$ cat src/soft_ack_frame_responder_defines.svh
// assertion macros for the frame responder
// used by the top level only, expects i_clk and i_rst_n in scope
`ifndef SOFT_ACK_FRAME_RESPONDER_DEFINES_SVH
`define SOFT_ACK_FRAME_RESPONDER_DEFINES_SVH

// same-cycle implication, checked outside reset
`define SACK_ASSERT_NOW(lbl, ante, cons, msg) \
    lbl: assert property (@(posedge i_clk) disable iff (!i_rst_n) (ante) |-> (cons)) \
        else $error(msg);

// next-cycle implication, checked outside reset
`define SACK_ASSERT_NEXT(lbl, ante, cons, msg) \
    lbl: assert property (@(posedge i_clk) disable iff (!i_rst_n) (ante) |=> (cons)) \
        else $error(msg);

`endif

$ cat src/sack_pkg.sv
// shared types and constants of the frame responder
// no dependencies
package sack_pkg;

    // frame types from frame control bits 2:0
    localparam logic [2:0] FT_DATA   = 3'd1;
    localparam logic [2:0] FT_ACK    = 3'd2;
    localparam logic [2:0] FT_SIGNAL = 3'd3;
    localparam logic [2:0] FT_PROBE  = 3'd7;
    localparam int         ACK_REQ_BIT = 5;

    // reply sizes and vote arithmetic
    localparam logic [10:0] ACK_LEN      = 11'd13;
    localparam logic [10:0] VOTE_HDR_LEN = 11'd11;
    localparam logic [15:0] WIN_TOL      = 16'd3;

    // defaults of the top level parameters
    localparam int TIMER_BITS_DEF  = 16;
    localparam int QUEUE_DEPTH_DEF = 2;

    // decoded work kind handed from front to back
    typedef enum logic [2:0] {
        KIND_NONE,
        KIND_CAPTURE,
        KIND_PROBE,
        KIND_SIGNAL,
        KIND_ACK
    } t_kind;

    // result action code
    typedef enum logic [1:0] {
        ACT_NONE   = 2'd0,
        ACT_ACK    = 2'd1,
        ACT_VOTE   = 2'd2,
        ACT_RESULT = 2'd3
    } t_action;

    // configuration register index
    typedef enum logic [2:0] {
        CFG_OWN_ADDR  = 3'd0,
        CFG_IS_ROOT   = 3'd1,
        CFG_CONT_EN   = 3'd2,
        CFG_INIT_SEED = 3'd3,
        CFG_SEED_STEP = 3'd4
    } t_cfg_idx;

    // one classified frame in the queue
    typedef struct packed {
        t_kind       kind;
        logic        bcast;
        logic        round_clear;
        logic [7:0]  seq;
        logic [15:0] word;
        logic [15:0] phase;
    } t_work;

    // seed load request from the config port
    typedef struct packed {
        logic       load;
        logic [7:0] value;
    } t_seed_load;

    // one result beat
    typedef struct packed {
        t_action     action;
        logic [10:0] reply_length;
        logic [7:0]  reply_sequence;
        logic [15:0] reply_phase;
        logic [15:0] peer_phase;
        logic        peer_phase_new;
        logic        winning;
        logic        competing;
    } t_result;

endpackage

$ cat src/sack_front.sv
// front end: takes frame header beats, decodes type, compares addresses,
// computes the ack phase; depends on sack_pkg
module sack_front #(
    parameter int TIMER_BITS = sack_pkg::TIMER_BITS_DEF
) (
    input  logic                i_valid,
    input  logic                i_full,
    input  logic [7:0]          i_frame_control,
    input  logic [7:0]          i_sequence_number,
    input  logic [63:0]         i_address_field,
    input  logic [15:0]         i_word_field,
    input  logic [15:0]         i_arrival_time,
    input  logic [15:0]         i_cycle_start,
    input  logic                i_sending,
    input  logic                i_broadcasting,
    input  logic [63:0]         i_pending_receiver,
    input  logic                i_round_clear,
    input  logic [63:0]         i_own_address,
    input  logic                i_is_root,
    input  logic                i_contention_enable,
    output logic                o_ready,
    output logic                o_push,
    output sack_pkg::t_work     o_work
);
    import sack_pkg::*;

    localparam int DW = 33;

    logic [2:0]    ftype;
    logic          ack_req;
    logic          addr_match;
    logic          dest_match;
    logic [63:0]   dest;
    logic [DW-1:0] diff;
    logic [DW-1:0] fwd;
    logic [DW-1:0] mask;
    logic          late;
    logic [15:0]   phase;
    t_kind         kind;

    // handshake: queue space is the only back pressure
    assign o_ready = !i_full;
    assign o_push  = i_valid && !i_full;

    assign ftype      = i_frame_control[2:0];
    assign ack_req    = i_frame_control[ACK_REQ_BIT];
    assign addr_match = (i_address_field == i_pending_receiver);

    // destination is frame bytes 5..12 read in reverse order
    always_comb begin
        dest[7:0]  = i_word_field[15:8];
        dest[15:8] = i_word_field[7:0];
        for (int i = 2; i < 8; i++) begin
            dest[8*i +: 8] = i_address_field[8*(9-i) +: 8];
        end
    end
    assign dest_match = (dest == i_own_address);

    // wrap-aware phase since cycle start
    assign mask  = (DW'(1) << TIMER_BITS) - DW'(1);
    assign diff  = {17'd0, i_cycle_start} - {17'd0, i_arrival_time};
    assign late  = diff[TIMER_BITS-1];
    assign fwd   = ({17'd0, i_arrival_time} - {17'd0, i_cycle_start}) & mask;
    assign phase = (!i_is_root && late) ? fwd[15:0] : 16'd0;

    // classification in priority order
    always_comb begin
        kind = KIND_NONE;
        if (ftype == FT_ACK && i_sending && !i_broadcasting) begin
            kind = addr_match ? KIND_CAPTURE : KIND_NONE;
        end else if (i_contention_enable && ftype == FT_PROBE) begin
            if (i_sending && (addr_match || i_broadcasting)) begin
                kind = KIND_PROBE;
            end
        end else if (i_contention_enable && ftype == FT_SIGNAL) begin
            kind = KIND_SIGNAL;
        end else if (ftype == FT_DATA && ack_req && dest_match) begin
            kind = KIND_ACK;
        end
    end

    assign o_work.kind        = kind;
    assign o_work.bcast       = i_broadcasting;
    assign o_work.round_clear = i_round_clear;
    assign o_work.seq         = i_sequence_number;
    assign o_work.word        = i_word_field;
    assign o_work.phase       = phase;

endmodule

$ cat src/sack_queue.sv
// short queue of classified frames between front and back end
// depends on sack_pkg
module sack_queue #(
    parameter int DEPTH = sack_pkg::QUEUE_DEPTH_DEF
) (
    input  logic            i_clk,
    input  logic            i_rst_n,
    input  logic            i_push,
    input  sack_pkg::t_work i_data,
    input  logic            i_pop,
    output logic            o_full,
    output logic            o_empty,
    output sack_pkg::t_work o_data
);
    import sack_pkg::*;

    localparam int PTR_W = $clog2(DEPTH);
    localparam int CNT_W = $clog2(DEPTH + 1);

    t_work            r_mem [DEPTH];
    logic [PTR_W-1:0] r_wr;
    logic [PTR_W-1:0] r_rd;
    logic [CNT_W-1:0] r_cnt;
    logic [PTR_W-1:0] n_wr;
    logic [PTR_W-1:0] n_rd;
    logic [CNT_W-1:0] n_cnt;
    logic             do_push;
    logic             do_pop;

    assign o_full  = (r_cnt == CNT_W'(DEPTH));
    assign o_empty = (r_cnt == '0);
    assign o_data  = r_mem[r_rd];
    assign do_push = i_push && !o_full;
    assign do_pop  = i_pop && !o_empty;

    // pointer and fill count update
    always_comb begin
        n_wr  = r_wr;
        n_rd  = r_rd;
        n_cnt = r_cnt;
        if (do_push) begin
            n_wr = (r_wr == PTR_W'(DEPTH - 1)) ? '0 : r_wr + PTR_W'(1);
        end
        if (do_pop) begin
            n_rd = (r_rd == PTR_W'(DEPTH - 1)) ? '0 : r_rd + PTR_W'(1);
        end
        if (do_push && !do_pop) begin
            n_cnt = r_cnt + CNT_W'(1);
        end else if (do_pop && !do_push) begin
            n_cnt = r_cnt - CNT_W'(1);
        end
    end

    always_ff @(posedge i_clk) begin
        if (!i_rst_n) begin
            r_wr  <= '0;
            r_rd  <= '0;
            r_cnt <= '0;
        end else begin
            r_wr  <= n_wr;
            r_rd  <= n_rd;
            r_cnt <= n_cnt;
        end
    end

    // entry storage
    always_ff @(posedge i_clk) begin
        if (do_push) begin
            r_mem[r_wr] <= i_data;
        end
    end

endmodule

$ cat src/sack_back.sv
// back end: holds contention and phase state, builds one result per frame
// into an output register; depends on sack_pkg
module sack_back (
    input  logic                i_clk,
    input  logic                i_rst_n,
    input  logic                i_empty,
    input  sack_pkg::t_work     i_work,
    input  logic                i_out_ready,
    input  logic [7:0]          i_seed_step,
    input  sack_pkg::t_seed_load i_seed_load,
    output logic                o_pop,
    output logic                o_out_valid,
    output sack_pkg::t_result   o_result
);
    import sack_pkg::*;

    logic        r_comp;
    logic        r_win;
    logic [10:0] r_vote_len;
    logic [7:0]  r_seed;
    logic [15:0] r_peer;
    logic        r_out_valid;
    t_result     r_result;

    logic        n_comp;
    logic        n_win;
    logic [10:0] n_vote_len;
    logic [7:0]  n_seed;
    logic [15:0] n_peer;
    t_result     n_result;

    logic        comp0;
    logic        win0;
    logic [10:0] seed_x7;
    logic [8:0]  seed_sum;
    logic        vote_ge;
    logic [15:0] vote_diff;

    // a frame moves on whenever the output register is free or drains
    assign o_pop       = !i_empty && (!r_out_valid || i_out_ready);
    assign o_out_valid = r_out_valid;
    assign o_result    = r_result;

    // vote arithmetic
    assign seed_x7   = ({3'd0, r_seed} << 3) - {3'd0, r_seed};
    assign seed_sum  = {1'b0, r_seed} + {1'b0, i_seed_step};
    assign vote_ge   = ({5'd0, r_vote_len} >= i_work.word);
    assign vote_diff = vote_ge ? ({5'd0, r_vote_len} - i_work.word)
                               : (i_work.word - {5'd0, r_vote_len});

    // state update and result for the frame at the queue head
    always_comb begin
        comp0      = i_work.round_clear ? 1'b0 : r_comp;
        win0       = i_work.round_clear ? 1'b0 : r_win;
        n_comp     = comp0;
        n_win      = win0;
        n_vote_len = r_vote_len;
        n_seed     = r_seed;
        n_peer     = r_peer;
        n_result   = '0;
        n_result.action = ACT_NONE;
        case (i_work.kind)
            KIND_CAPTURE: begin
                n_peer = i_work.word;
                n_result.peer_phase_new = 1'b1;
            end
            KIND_PROBE: begin
                if (!comp0) begin
                    n_comp = 1'b1;
                    n_win  = 1'b0;
                    if (!i_work.bcast) begin
                        n_vote_len = seed_x7;
                        n_seed     = {4'd0, seed_sum[3:0]};
                        n_result.action         = ACT_VOTE;
                        n_result.reply_length   = VOTE_HDR_LEN + seed_x7;
                        n_result.reply_sequence = i_work.seq;
                    end
                end
            end
            KIND_SIGNAL: begin
                n_result.action = ACT_RESULT;
                if (comp0) begin
                    n_win = (vote_diff <= WIN_TOL);
                end
            end
            KIND_ACK: begin
                n_result.action         = ACT_ACK;
                n_result.reply_length   = ACK_LEN;
                n_result.reply_sequence = i_work.seq;
                n_result.reply_phase    = i_work.phase;
            end
            default: begin
                n_result.action = ACT_NONE;
            end
        endcase
        n_result.peer_phase = n_peer;
        n_result.winning    = n_win;
        n_result.competing  = n_comp;
    end

    // protocol state and output valid
    always_ff @(posedge i_clk) begin
        if (!i_rst_n) begin
            r_comp      <= 1'b0;
            r_win       <= 1'b0;
            r_vote_len  <= '0;
            r_seed      <= '0;
            r_peer      <= '0;
            r_out_valid <= 1'b0;
        end else begin
            if (o_pop) begin
                r_comp     <= n_comp;
                r_win      <= n_win;
                r_vote_len <= n_vote_len;
                r_seed     <= n_seed;
                r_peer     <= n_peer;
            end
            if (i_seed_load.load) begin
                r_seed <= i_seed_load.value;
            end
            if (o_pop) begin
                r_out_valid <= 1'b1;
            end else if (i_out_ready) begin
                r_out_valid <= 1'b0;
            end
        end
    end

    // output payload register
    always_ff @(posedge i_clk) begin
        if (o_pop) begin
            r_result <= n_result;
        end
    end

endmodule

$ cat src/soft_ack_frame_responder.sv
// Frame responder for soft acknowledgements: one received frame header in,
// one decision beat out. Takes one header every cycle while the queue has
// space; each result passes through a queue entry, then the output register.
// A queue of QUEUE_DEPTH headers between decode and state update lets the
// result stream stall without holding the input, so input keeps flowing until
// the queue and the output register are full. Configuration writes are taken
// every cycle and must be issued only while no frame is in flight; a write of
// initial_seed also reloads the vote seed.
// depends on sack_pkg, sack_front, sack_queue, sack_back and the defines header
`include "soft_ack_frame_responder_defines.svh"

module soft_ack_frame_responder #(
    parameter int TIMER_BITS  = sack_pkg::TIMER_BITS_DEF,
    parameter int QUEUE_DEPTH = sack_pkg::QUEUE_DEPTH_DEF
) (
    input  logic         i_clk,
    input  logic         i_rst_n,
    // frame header beat
    input  logic         s_tvalid,
    output logic         s_tready,
    // [7:0] frame_control, [15:8] sequence_number, [79:16] address_field,
    // [95:80] word_field, [111:96] arrival_time, [127:112] cycle_start,
    // [128] sending, [129] broadcasting, [193:130] pending_receiver,
    // [194] round_clear, [199:195] zero
    input  logic [199:0] s_tdata,
    // decision beat
    output logic         m_tvalid,
    input  logic         m_tready,
    // [10:0] reply_length, [18:11] reply_sequence, [34:19] reply_phase,
    // [50:35] peer_phase, [51] peer_phase_new, [52] winning,
    // [53] competing, [55:54] zero
    output logic [55:0]  m_tdata,
    // [1:0] action
    output logic [1:0]   m_tuser,
    // configuration write
    input  logic         i_cfg_valid,
    output logic         o_cfg_ready,
    input  logic [2:0]   i_cfg_index,
    input  logic [63:0]  i_cfg_data
);
    import sack_pkg::*;

    logic [63:0] r_own_addr;
    logic        r_is_root;
    logic        r_cont_en;
    logic [7:0]  r_seed_step;

    logic        cfg_we;
    t_seed_load  seed_load;
    logic        q_full;
    logic        q_empty;
    logic        q_push;
    logic        q_pop;
    t_work       front_work;
    t_work       head_work;
    t_result     result;

    // configuration registers
    assign o_cfg_ready = 1'b1;
    assign cfg_we      = i_cfg_valid && o_cfg_ready;

    always_ff @(posedge i_clk) begin
        if (!i_rst_n) begin
            r_own_addr  <= '0;
            r_is_root   <= 1'b0;
            r_cont_en   <= 1'b1;
            r_seed_step <= '0;
        end else if (cfg_we) begin
            case (t_cfg_idx'(i_cfg_index))
                CFG_OWN_ADDR:  r_own_addr  <= i_cfg_data;
                CFG_IS_ROOT:   r_is_root   <= i_cfg_data[0];
                CFG_CONT_EN:   r_cont_en   <= i_cfg_data[0];
                CFG_SEED_STEP: r_seed_step <= i_cfg_data[7:0];
                default: begin
                end
            endcase
        end
    end

    assign seed_load.load  = cfg_we && (t_cfg_idx'(i_cfg_index) == CFG_INIT_SEED);
    assign seed_load.value = i_cfg_data[7:0];

    // decode
    sack_front #(
        .TIMER_BITS (TIMER_BITS)
    ) u_front (
        .i_valid             (s_tvalid),
        .i_full              (q_full),
        .i_frame_control     (s_tdata[7:0]),
        .i_sequence_number   (s_tdata[15:8]),
        .i_address_field     (s_tdata[79:16]),
        .i_word_field        (s_tdata[95:80]),
        .i_arrival_time      (s_tdata[111:96]),
        .i_cycle_start       (s_tdata[127:112]),
        .i_sending           (s_tdata[128]),
        .i_broadcasting      (s_tdata[129]),
        .i_pending_receiver  (s_tdata[193:130]),
        .i_round_clear       (s_tdata[194]),
        .i_own_address       (r_own_addr),
        .i_is_root           (r_is_root),
        .i_contention_enable (r_cont_en),
        .o_ready             (s_tready),
        .o_push              (q_push),
        .o_work              (front_work)
    );

    // decoupling queue
    sack_queue #(
        .DEPTH (QUEUE_DEPTH)
    ) u_queue (
        .i_clk   (i_clk),
        .i_rst_n (i_rst_n),
        .i_push  (q_push),
        .i_data  (front_work),
        .i_pop   (q_pop),
        .o_full  (q_full),
        .o_empty (q_empty),
        .o_data  (head_work)
    );

    // state update and result register
    sack_back u_back (
        .i_clk       (i_clk),
        .i_rst_n     (i_rst_n),
        .i_empty     (q_empty),
        .i_work      (head_work),
        .i_out_ready (m_tready),
        .i_seed_step (r_seed_step),
        .i_seed_load (seed_load),
        .o_pop       (q_pop),
        .o_out_valid (m_tvalid),
        .o_result    (result)
    );

    // result beat packing
    assign m_tuser = result.action;
    assign m_tdata = {2'b00, result.competing, result.winning, result.peer_phase_new,
                      result.peer_phase, result.reply_phase, result.reply_sequence,
                      result.reply_length};

    // checks
    `SACK_ASSERT_NOW(a_ack_len, m_tvalid && (m_tuser == ACT_ACK), result.reply_length == ACK_LEN, "ack reply must be 13 bytes")
    `SACK_ASSERT_NOW(a_win_needs_comp, m_tvalid && result.winning, result.competing, "winning without a vote round")
    `SACK_ASSERT_NOW(a_capture_silent, m_tvalid && result.peer_phase_new, (m_tuser == ACT_NONE) && (result.reply_length == 11'd0), "phase capture must not reply")
    `SACK_ASSERT_NEXT(a_pop_gives_valid, q_pop, m_tvalid, "popped frame did not reach the output")

endmodule
$ cat config.mk
export PLATFORM = sky130hd
export DESIGN_NAME = soft_ack_frame_responder
export DESIGN_NICKNAME = d
export VERILOG_FILES = /design/src/sack_pkg.sv /design/src/sack_front.sv /design/src/sack_queue.sv /design/src/sack_back.sv /design/src/soft_ack_frame_responder.sv
export VERILOG_INCLUDE_DIRS = /design/src /design/src/src
export SDC_FILE = /design/constraint.sdc
export NUM_CORES = 1
export LEC_CHECK = 0
export BUFFER_PORTS_ARGS = -buffer_cell sky130_fd_sc_hd__buf_2
export CAP_MARGIN = 0
export CORE_UTILIZATION = 45
export DETAILED_ROUTE_END_ITERATION = 6
export PLACE_DENSITY_LB_ADDON = 0.12
export SLEW_MARGIN = 20
export SYNTH_ARGS = -nofsm -noshare
export SYNTH_HDL_FRONTEND = slang
export SYNTH_HIERARCHICAL = 1
export SYNTH_SLANG_ARGS = --single-unit
$ cat constraint.sdc
create_clock -name i_clk -period 4.4 [get_ports i_clk]
set_clock_uncertainty 0.1 [all_clocks]
set_input_delay 0 -clock i_clk [delete_from_list [all_inputs] [get_ports i_clk]]
set_output_delay 0 -clock i_clk [all_outputs]
set_load 0.02 [all_outputs]
==> flow_summary.ini, run 1 <==
[global_route]
overflow = 0
grt_usage_pct = 24.5
grt_max_degree = 108
grt_busiest_layer = met2
use_met3_pct = 3.74
grt_util_met2_pct = 45.4
antenna_found_initial = 2
grt.met1_usage_pct = 28.6
grt_pass1_wl_um = 63500
grt_pass1_vias = 11480

[sta]
fmax_ghz = 0.270
setup_ws_ns = 0.699
fin_hold_ws_ns = 0.0156
hold_viol_final = 0
setup_viol = 0
period_share_pct = 84.1
maxSlewViolCount = 0
fin_crit_ns = 3.70
tightest_slew_ns = 1.05
rsz0062_at_grt = no
tns_ns = 0
relSlewSlack_pct = 30.2

[worst_setup_path]
critical_path_class = reg2reg
worst-path-max-fanout = 17
startpoint_type = register
cp-end-kind = register
required_ns = 4.73
worstPathArrival_ns = 4.03
reg2reg_depth = 12

[route]
route.detailed.drc = 0
wl_um = 42000
ant_nets = 0
wl_per_cell_um = 18.3
firstDrtPassIters = 4
vias = 11635
first_iter_violations = 590
avgViaCountPerCell = 5.06

[final_layout]
final_area_um2 = 18900
final_nets = 2169
syn_to_final_growth_pct = 25.2
postLayoutCoreUtil_pct = 57.7
layout-drive-gt1-share_pct = 25.9
nFillCells = 2883

[placed_design]
place_hpwl_um = 31600
place_ws_ns = 0.690
io_buffers = 320
routabilityCongestion = 0.882
place_area_um2 = 16700

[clock_network]
clkLatencyLatePin_ns = 0.55
cts_buffers = 30
cts_tree = done
cts-root-buf = clkbuf_16
htreeDepth = 1
postCtsSetupRepairBufs = 0
cts_resized = 0
path_clk_slew_ns = 0.06
cts_sinks = 259
clockBufferDepth = 3
cts_hold_buf = 123

[floorplan]
core_area_um2 = 32700
start_util_pct = 46.1
ios = 333
dieArea_um2 = 34200
core.rowCount = 66
die_w_um = 185
fp.dieH_um = 185

[power_and_ir_drop]
p_leak_nw = 7.83
powerDensity_nw_per_um2 = 466
peakVddDrop_mv = 0.415

[min_path]
hold_path.class = in2reg
hold-path-cell-count = 4

[synthesis]
syn-cell-area_um2 = 15100
netlist_instances = 1429
yosys_warnings = 6
syn_avg_cell_area_um2 = 10.5

[status]
status = completed

[flow_run]
cap_violations = 0
-- worst max-delay path, stage by stage (launching register included) --
cell	delay, ns
dfxtp_2	0.56
mux2_2	0.44
inv_1	0.07
ha_1	0.57
nand3_1	0.17
o211ai_2	0.28
xor2_1	0.13
a2111oi_2	0.23
o2111ai_1	0.20
a311oi_1	0.28
a31oi_1	0.15
nor4_2	0.27
or2_1	0.14
-- routing by layer --
layer	wire length, um	part of all wire, %	up-vias
li1	-	-	5781
met1	17100	41	5475
met3	1870	4.4	68
met2	21900	52	311
met5	0	0	-
met4	1200	2.9	0
-- final cells by class --
type                            instances  area [um^2]  share of cell area (%)
Antenna cell                            3         7.51                  0.0398
Clock buffer                           38          802                    4.25
Clock inverter                         18         91.3                   0.484
Inverter                               78          293                    1.55
Multi-Input combinational cell       1005         7500                    39.8
Sequential cell                       259         6650                    35.3
Tap cell                              442          553                    2.93
Timing Repair Buffer                  457         2970                    15.7
-- path summary, 6_finish.rpt --
| kind | startpoint | end | slack, ns |
|---|---|---|---|
| worst min-delay path | s_tdata[115] | u_queue/r_mem[1][3]$_DFFE_PP_ | 0.02 |
| worst max register to register | register | u_back/o_result[1]$_DFFE_PP_ | 0.70 |
| worst max-delay path | register | u_back/o_result[1]$_DFFE_PP_ | 0.70 |
| worst min register to register | r_own_addr[30]$_SDFFE_PN0P_ | r_own_addr[30]$_SDFFE_PN0P_ | 0.37 |
-- sequential cells by signal, indices dropped and copies added, names as in the netlist, named ones only --
signal              cells
u_back/r_win            1
u_queue/r_rd            1
u_queue/r_mem          90
u_queue/r_wr            1
r_cont_en               1
u_back/r_seed           8
r_seed_step             4
r_is_root               1
u_back/r_comp           1
u_queue/r_cnt           2
u_back/o_out_valid      1
u_back/r_vote_len      11
u_back/o_result        56
u_back/r_peer          16
r_own_addr             64
-- cell usage in the layout, fill, tap and decap left out, drive strengths merged, types with 6 or more instances in the layout --
master	instances
edfxtp	146
dlygate4sd3	123
and2	20
clkinv	14
ha	62
nor3b	8
nand3	16
xnor2	55
a21oi	42
a21o	14
a21boi	15
clkbuf	38
mux2	63
o21ai	38
o21a	10
a31oi	11
nand2b	9
inv	81
and3	24
nand4	21
xor2	114
nand2	183
nor3	18
o31ai	6
nor2	46
o2111ai	6
buf	334
mux2i	90
a211oi	10
dfxtp	113
nor2b	26
nor4	31
-- through the flow --
stage	total power [mW]	std cells
final	8.79	2300
after global routing	9.28	2299
after CTS	8.87	2297
after detailed placement	6.50	2118
after global placement	6.47	2118
after floorplan	5.59	1430
-- where the power goes --
group	total, mW	leakage (nW)	switching (mW)	internal, mW
Clock	2.26	0.438	0.976	1.28
Sequential	3.32	2.31	0.151	3.17
Combinational	3.20	5.08	1.98	1.23
Total	8.79	7.83	3.11	5.68
Note: power is estimated with default switching activity, not from simulation.
==> run 2, diff against run 1 <==
clock period = 3.8 ns   (was 4.4 ns; I/O delays follow)
==> run 2 against run 1 <==
Sequential share of layout area is 0.82 points lower. Design area grew 2.4%. Sequential power grew 16%. Combinational power increased by 19%. Routed wire length rose by 1.3%. Clock power grew 35%. Sequential cell count did not move. Non-clock buffer count grew 30. Count of clock-buffer cells in the layout up 1.
==> flow_summary.ini, run 2 (synthesis gave the netlist of run 1 again) <==
[sta]
fin_crit_ns = 3.50
rsz0062_at_grt = no
tightest_slew_ns = 1.08
maxSlewViolCount = 0
setup_ws_ns = 0.302
setup_viol = 0
period_share_pct = 92.1
relSlewSlack_pct = 28.0
hold_viol_final = 0
fmax_ghz = 0.286
tns_ns = 0

[final_layout]
syn_to_final_growth_pct = 28.2
mostFrequentLayoutCells = 319 x buf_2, 182 x nand2_1, 146 x edfxtp_1, 139 x dlygate4sd3_1, 114 x xor2_1
layout-drive-gt1-share_pct = 26.8
final_nets = 2198
regMostFlops = u_queue/r_mem
final_common_cell = buf_2
instances_no_fill = 2331
largest_reg_flops = 90
postLayoutCoreUtil_pct = 59.1

[route]
first_iter_violations = 579
firstDrtPassIters = 5
wl_met1_um = 17600
wl_met2_um = 21600
wl_um = 42600
route.detailed.drc = 0
dr_wl_met3_um = 1760
topRoutingLayerUsed = met4
avgViaCountPerCell = 5.07
vias = 11811
ant_nets = 0
wl_per_cell_um = 18.3

[flow_run]
cap_violations = 0

[placed_design]
place_inst = 2132
place_hpwl_um = 32500
io_buffers = 320
place_ws_ns = 0.236
routabilityCongestion = 0.903

[worst_setup_path]
critical_path_class = reg2reg
worst-path-max-fanout = 14
cpMaxStageDelayCell = dfxtp_4
crit_top_cell = inv_1
cp-end-kind = register
required_ns = 4.13
cp_slowest_stage_delay_ns = 0.46
startpoint_type = register
path_cells = mux2_2, inv_1, ha_1, inv_1, fa_1, a21o_1, a221oi_2, o21a_1, o31ai_1, mux2i_1, xnor2_1, o2111ai_1, nor4_2, or2_1
worstPathArrival_ns = 3.83

[clock_network]
cts_buffers = 29
postCtsSetupRepairBufs = 0
cts-root-buf = clkbuf_16
htreeDepth = 1
clockBufferDepth = 3
cts_tree = done
clkLatencyLatePin_ns = 0.57
cts_sinks = 259
path_clk_slew_ns = 0.06

[global_route]
overflow = 0
grt_usage_pct = 24.7
grt_pass1_wl_um = 64000
grt_pass1_vias = 11502
grt_max_degree = 112
antenna_found_initial = 7

[floorplan]
start_util_pct = 46.1
fp.dieH_um = 185
core_area_um2 = 32700
ios = 333
dieArea_um2 = 34200
core.rowCount = 66
die_w_um = 185

[power_and_ir_drop]
p_leak_nw = 8.09
peakVddDrop_mv = 0.393
p_total_mw = 10.7
powerDensity_nw_per_um2 = 554

[status]
status = completed

[min_path]
hold_path.class = in2reg
## run 2: changes by cell type in the layout (fill, tap and decap cells not counted), moves of 3 or more
cell / previous run / this run
clkinv_1: 9 / 1
dlygate4sd3_1: 123 / 139
clkbuf_8: 0 / 4
clkbuf_1: 7 / 3
bufinv_16: 0 / 4
diode_2: 3 / 6
buf_4: 13 / 27
## run 2: final timing paths
path	startpoint	end	slack, ns	cells after the start
worst max register to register	register	u_back/o_result[1]$_DFFE_PP_	0.30	14
worst max-delay path	register	u_back/o_result[1]$_DFFE_PP_	0.30	14
worst min-delay path	s_tdata[118]	u_queue/r_mem[1][6]$_DFFE_PP_	0.04	4
worst min register to register	r_own_addr[32]$_SDFFE_PN0P_	r_own_addr[32]$_SDFFE_PN0P_	0.37	2
## run 2: area by class of cell
cell class	instances	area [um^2]
Sequential cell	259	6650
Inverter	78	293
Antenna cell	6	15.0
Clock inverter	15	206
Multi-Input combinational cell	1005	7500
Fill cell	2867	13400
Clock buffer	39	867
Tap cell	442	553
Timing Repair Buffer	487	3230
## run 2: critical path: cells and delay by family, from the launching register on
| family | cells | cell delay, ns |
|---|---|---|
| compound gates | 5 | 0.94 |
| xor+xnor | 1 | 0.14 |
| fa+ha+maj | 2 | 0.58 |
| buf+inv | 2 | 0.11 |
| flops | 1 | 0.46 |
| mux | 2 | 0.57 |
| simple gates | 2 | 0.46 |
## run 2: where the power goes
group | leakage, nW | total [mW] | internal [mW] | switching (mW)
clock | 0.530 | 3.06 | 1.89 | 1.18
sequential | 2.31 | 3.84 | 3.67 | 0.166
combinational | 5.25 | 3.80 | 1.49 | 2.31
## run 2: through the flow
step / hold WS, ns / area, um^2
after floorplan: 0.0176 / 15100
after global placement: 0.0900 / 16800
after detailed placement: 0.0920 / 16800
after CTS: 0.00734 / 19300
after global routing: 0.0479 / 19300
final: 0.0404 / 19300
## run 2: per-layer routing
metal	up-vias	GRT usage [%]
met5	-	0
met4	0	9.02
met3	75	3.38
met2	349	44.9
met1	5536	29.5
li1	5851	-
## run 2: repair_timing
action                                  4_1_cts  5_1_grt
gates resized for setup                       0        1
hold buffers                                139        0
endpoints found under the setup margin        0        2
endpoints found under the hold margin       162        0
==> run 3, diff against run 2 <==
CTS_BUF_LIST = sky130_fd_sc_hd__clkbuf_8   (was not set)
SLEW_MARGIN = not set   (was 20)
==> run 3 against run 2 <==
Die area stayed put. Design area decreased by 1.2%. Global-route usage is 0.34 points higher. Fmax down 0.29%. Worst setup slack lost 0.010 ns. Core utilization down 0.71 points. Register-to-register slack about the same. Critical path depth unchanged. Power decreased by 4.8%. Sequential share of layout area increased by 0.42 points. Routed wire length is 0.76% higher. Critical path type unchanged. Critical endpoint unchanged. Largest cell class unchanged.
==> flow_summary.ini, run 3 (synthesis gave the netlist of run 1 again) <==
[global_route]
grt_max_degree = 112
antenna_found_initial = 6
grt_pass1_wl_um = 65200
overflow = 0
grt_pass1_vias = 11712
grt_usage_pct = 25.0

[power_and_ir_drop]
peakVddDrop_mv = 0.398
p_total_mw = 10.2
powerDensity_nw_per_um2 = 534
p_leak_nw = 8.07

[floorplan]
fp.dieH_um = 185
start_util_pct = 46.1
dieArea_um2 = 34200
die_w_um = 185
core.rowCount = 66
ios = 333
core_area_um2 = 32700

[placed_design]
io_buffers = 320
place_hpwl_um = 32500
routabilityCongestion = 0.903

[sta]
rsz0062_at_grt = no
fmax_ghz = 0.285
setup_viol = 0
relSlewSlack_pct = 28.0
tightest_slew_ns = 1.08
tns_ns = 0
fin_crit_ns = 3.51
maxSlewViolCount = 0
hold_viol_final = 0
period_share_pct = 92.3

[route]
ant_nets = 0
first_iter_violations = 548
firstDrtPassIters = 4
topRoutingLayerUsed = met4
vias = 11824
dr_wl_met3_um = 1710
wl_um = 42900
wl_per_cell_um = 18.2
wl_met1_um = 18000
avgViaCountPerCell = 5.03
wl_met2_um = 22200
route.detailed.drc = 0

[clock_network]
cts_tree = done
htreeDepth = 2
cts_buffers = 46
path_clk_slew_ns = 0.06
cts_sinks = 259
clkLatencyLatePin_ns = 0.56
cts-root-buf = clkbuf_8
clockBufferDepth = 3

[min_path]
hold_start = s_tdata[123]
hold_path.class = in2reg

[final_layout]
final_nets = 2210
regMostFlops = u_queue/r_mem
seq_area_um2 = 6650
layout-drive-gt1-share_pct = 26.8
largest_reg_flops = 90
syn_to_final_growth_pct = 26.7
nFillCells = 2904
final_common_cell = buf_2
multiInputGateArea_um2 = 7500
mostFrequentLayoutCells = 319 x buf_2, 182 x nand2_1, 146 x edfxtp_1, 134 x dlygate4sd3_1, 114 x xor2_1

[worst_setup_path]
critical_path_class = reg2reg
cp-end-kind = register
startpoint_type = register
worst-path-max-fanout = 14
required_ns = 4.12
worstPathArrival_ns = 3.82

[flow_run]
cap_violations = 0

[status]
status = completed
==> run 3: final timing paths <==
| check | cells past startpoint | slack (ns) | endpoint |
|---|---|---|---|
| max | 14 | 0.29 | u_back/o_result[1]$_DFFE_PP_ |
| min reg2reg | 2 | 0.37 | r_own_addr[45]$_SDFFE_PN0P_ |
| max reg2reg | 14 | 0.29 | u_back/o_result[1]$_DFFE_PP_ |
| min | 4 | 0.02 | u_queue/r_mem[0][11]$_DFFE_PP_ |
==> run 3: worst max-delay path: stages (launching register included) <==
cell,delay (ns)
dfxtp_4,0.46
mux2_2,0.39
inv_1,0.06
ha_1,0.16
inv_1,0.05
fa_1,0.44
a21o_1,0.23
a221oi_2,0.30
o21a_1,0.18
o31ai_1,0.08
mux2i_1,0.18
xnor2_1,0.14
o2111ai_1,0.15
nor4_2,0.31
or2_1,0.14
==> run 3: area by class of cell <==
type,count,area share (%)
Tap cell,442,2.90
Timing Repair Buffer,482,16.7
Clock buffer,49,3.53
Sequential cell,259,34.9
Inverter,78,1.53
Antenna cell,4,0.0525
Clock inverter,34,1.17
Multi-Input combinational cell,1005,39.3
==> run 3: power by group <==
part / total (mW) / switching (mW) / leakage, nW / internal (mW)
Sequential: 3.84 / 0.168 / 2.31 / 3.67
Combinational: 3.80 / 2.32 / 5.23 / 1.48
Clock: 2.55 / 1.15 / 0.523 / 1.40
Total: 10.2 / 3.64 / 8.07 / 6.55
==> run 3: metal layers <==
metal  vias to the layer above  GRT usage (%)
met2                       321           46.4
met3                        71           3.64
met5                         -              0
met4                         0           7.14
met1                      5555           29.8
li1                       5877              -
==> run 3: stage by stage <==
stage	util, %	hold WS (ns)	std cells	cell area (um^2)	worst slack (ns)
floorplan	-	0.0176	1430	15100	0.433
global placement	51.5	0.0900	2132	16800	0.218
global route	58.3	0.0213	2353	19100	0.0143
finish	58.3	0.0212	2353	19100	0.291
CTS	58.3	0.00242	2349	19100	0.186
detailed placement	51.5	0.0920	2132	16800	0.236
==> run 3: repair_timing <==
action / 4_1_cts / 5_1_grt
gates resized for setup: 0 / 1
buffers inserted: 0 / 0
endpoints found under the hold margin: 154 / 0
setup endpoints to repair: 0 / 2
hold buffers: 134 / 0
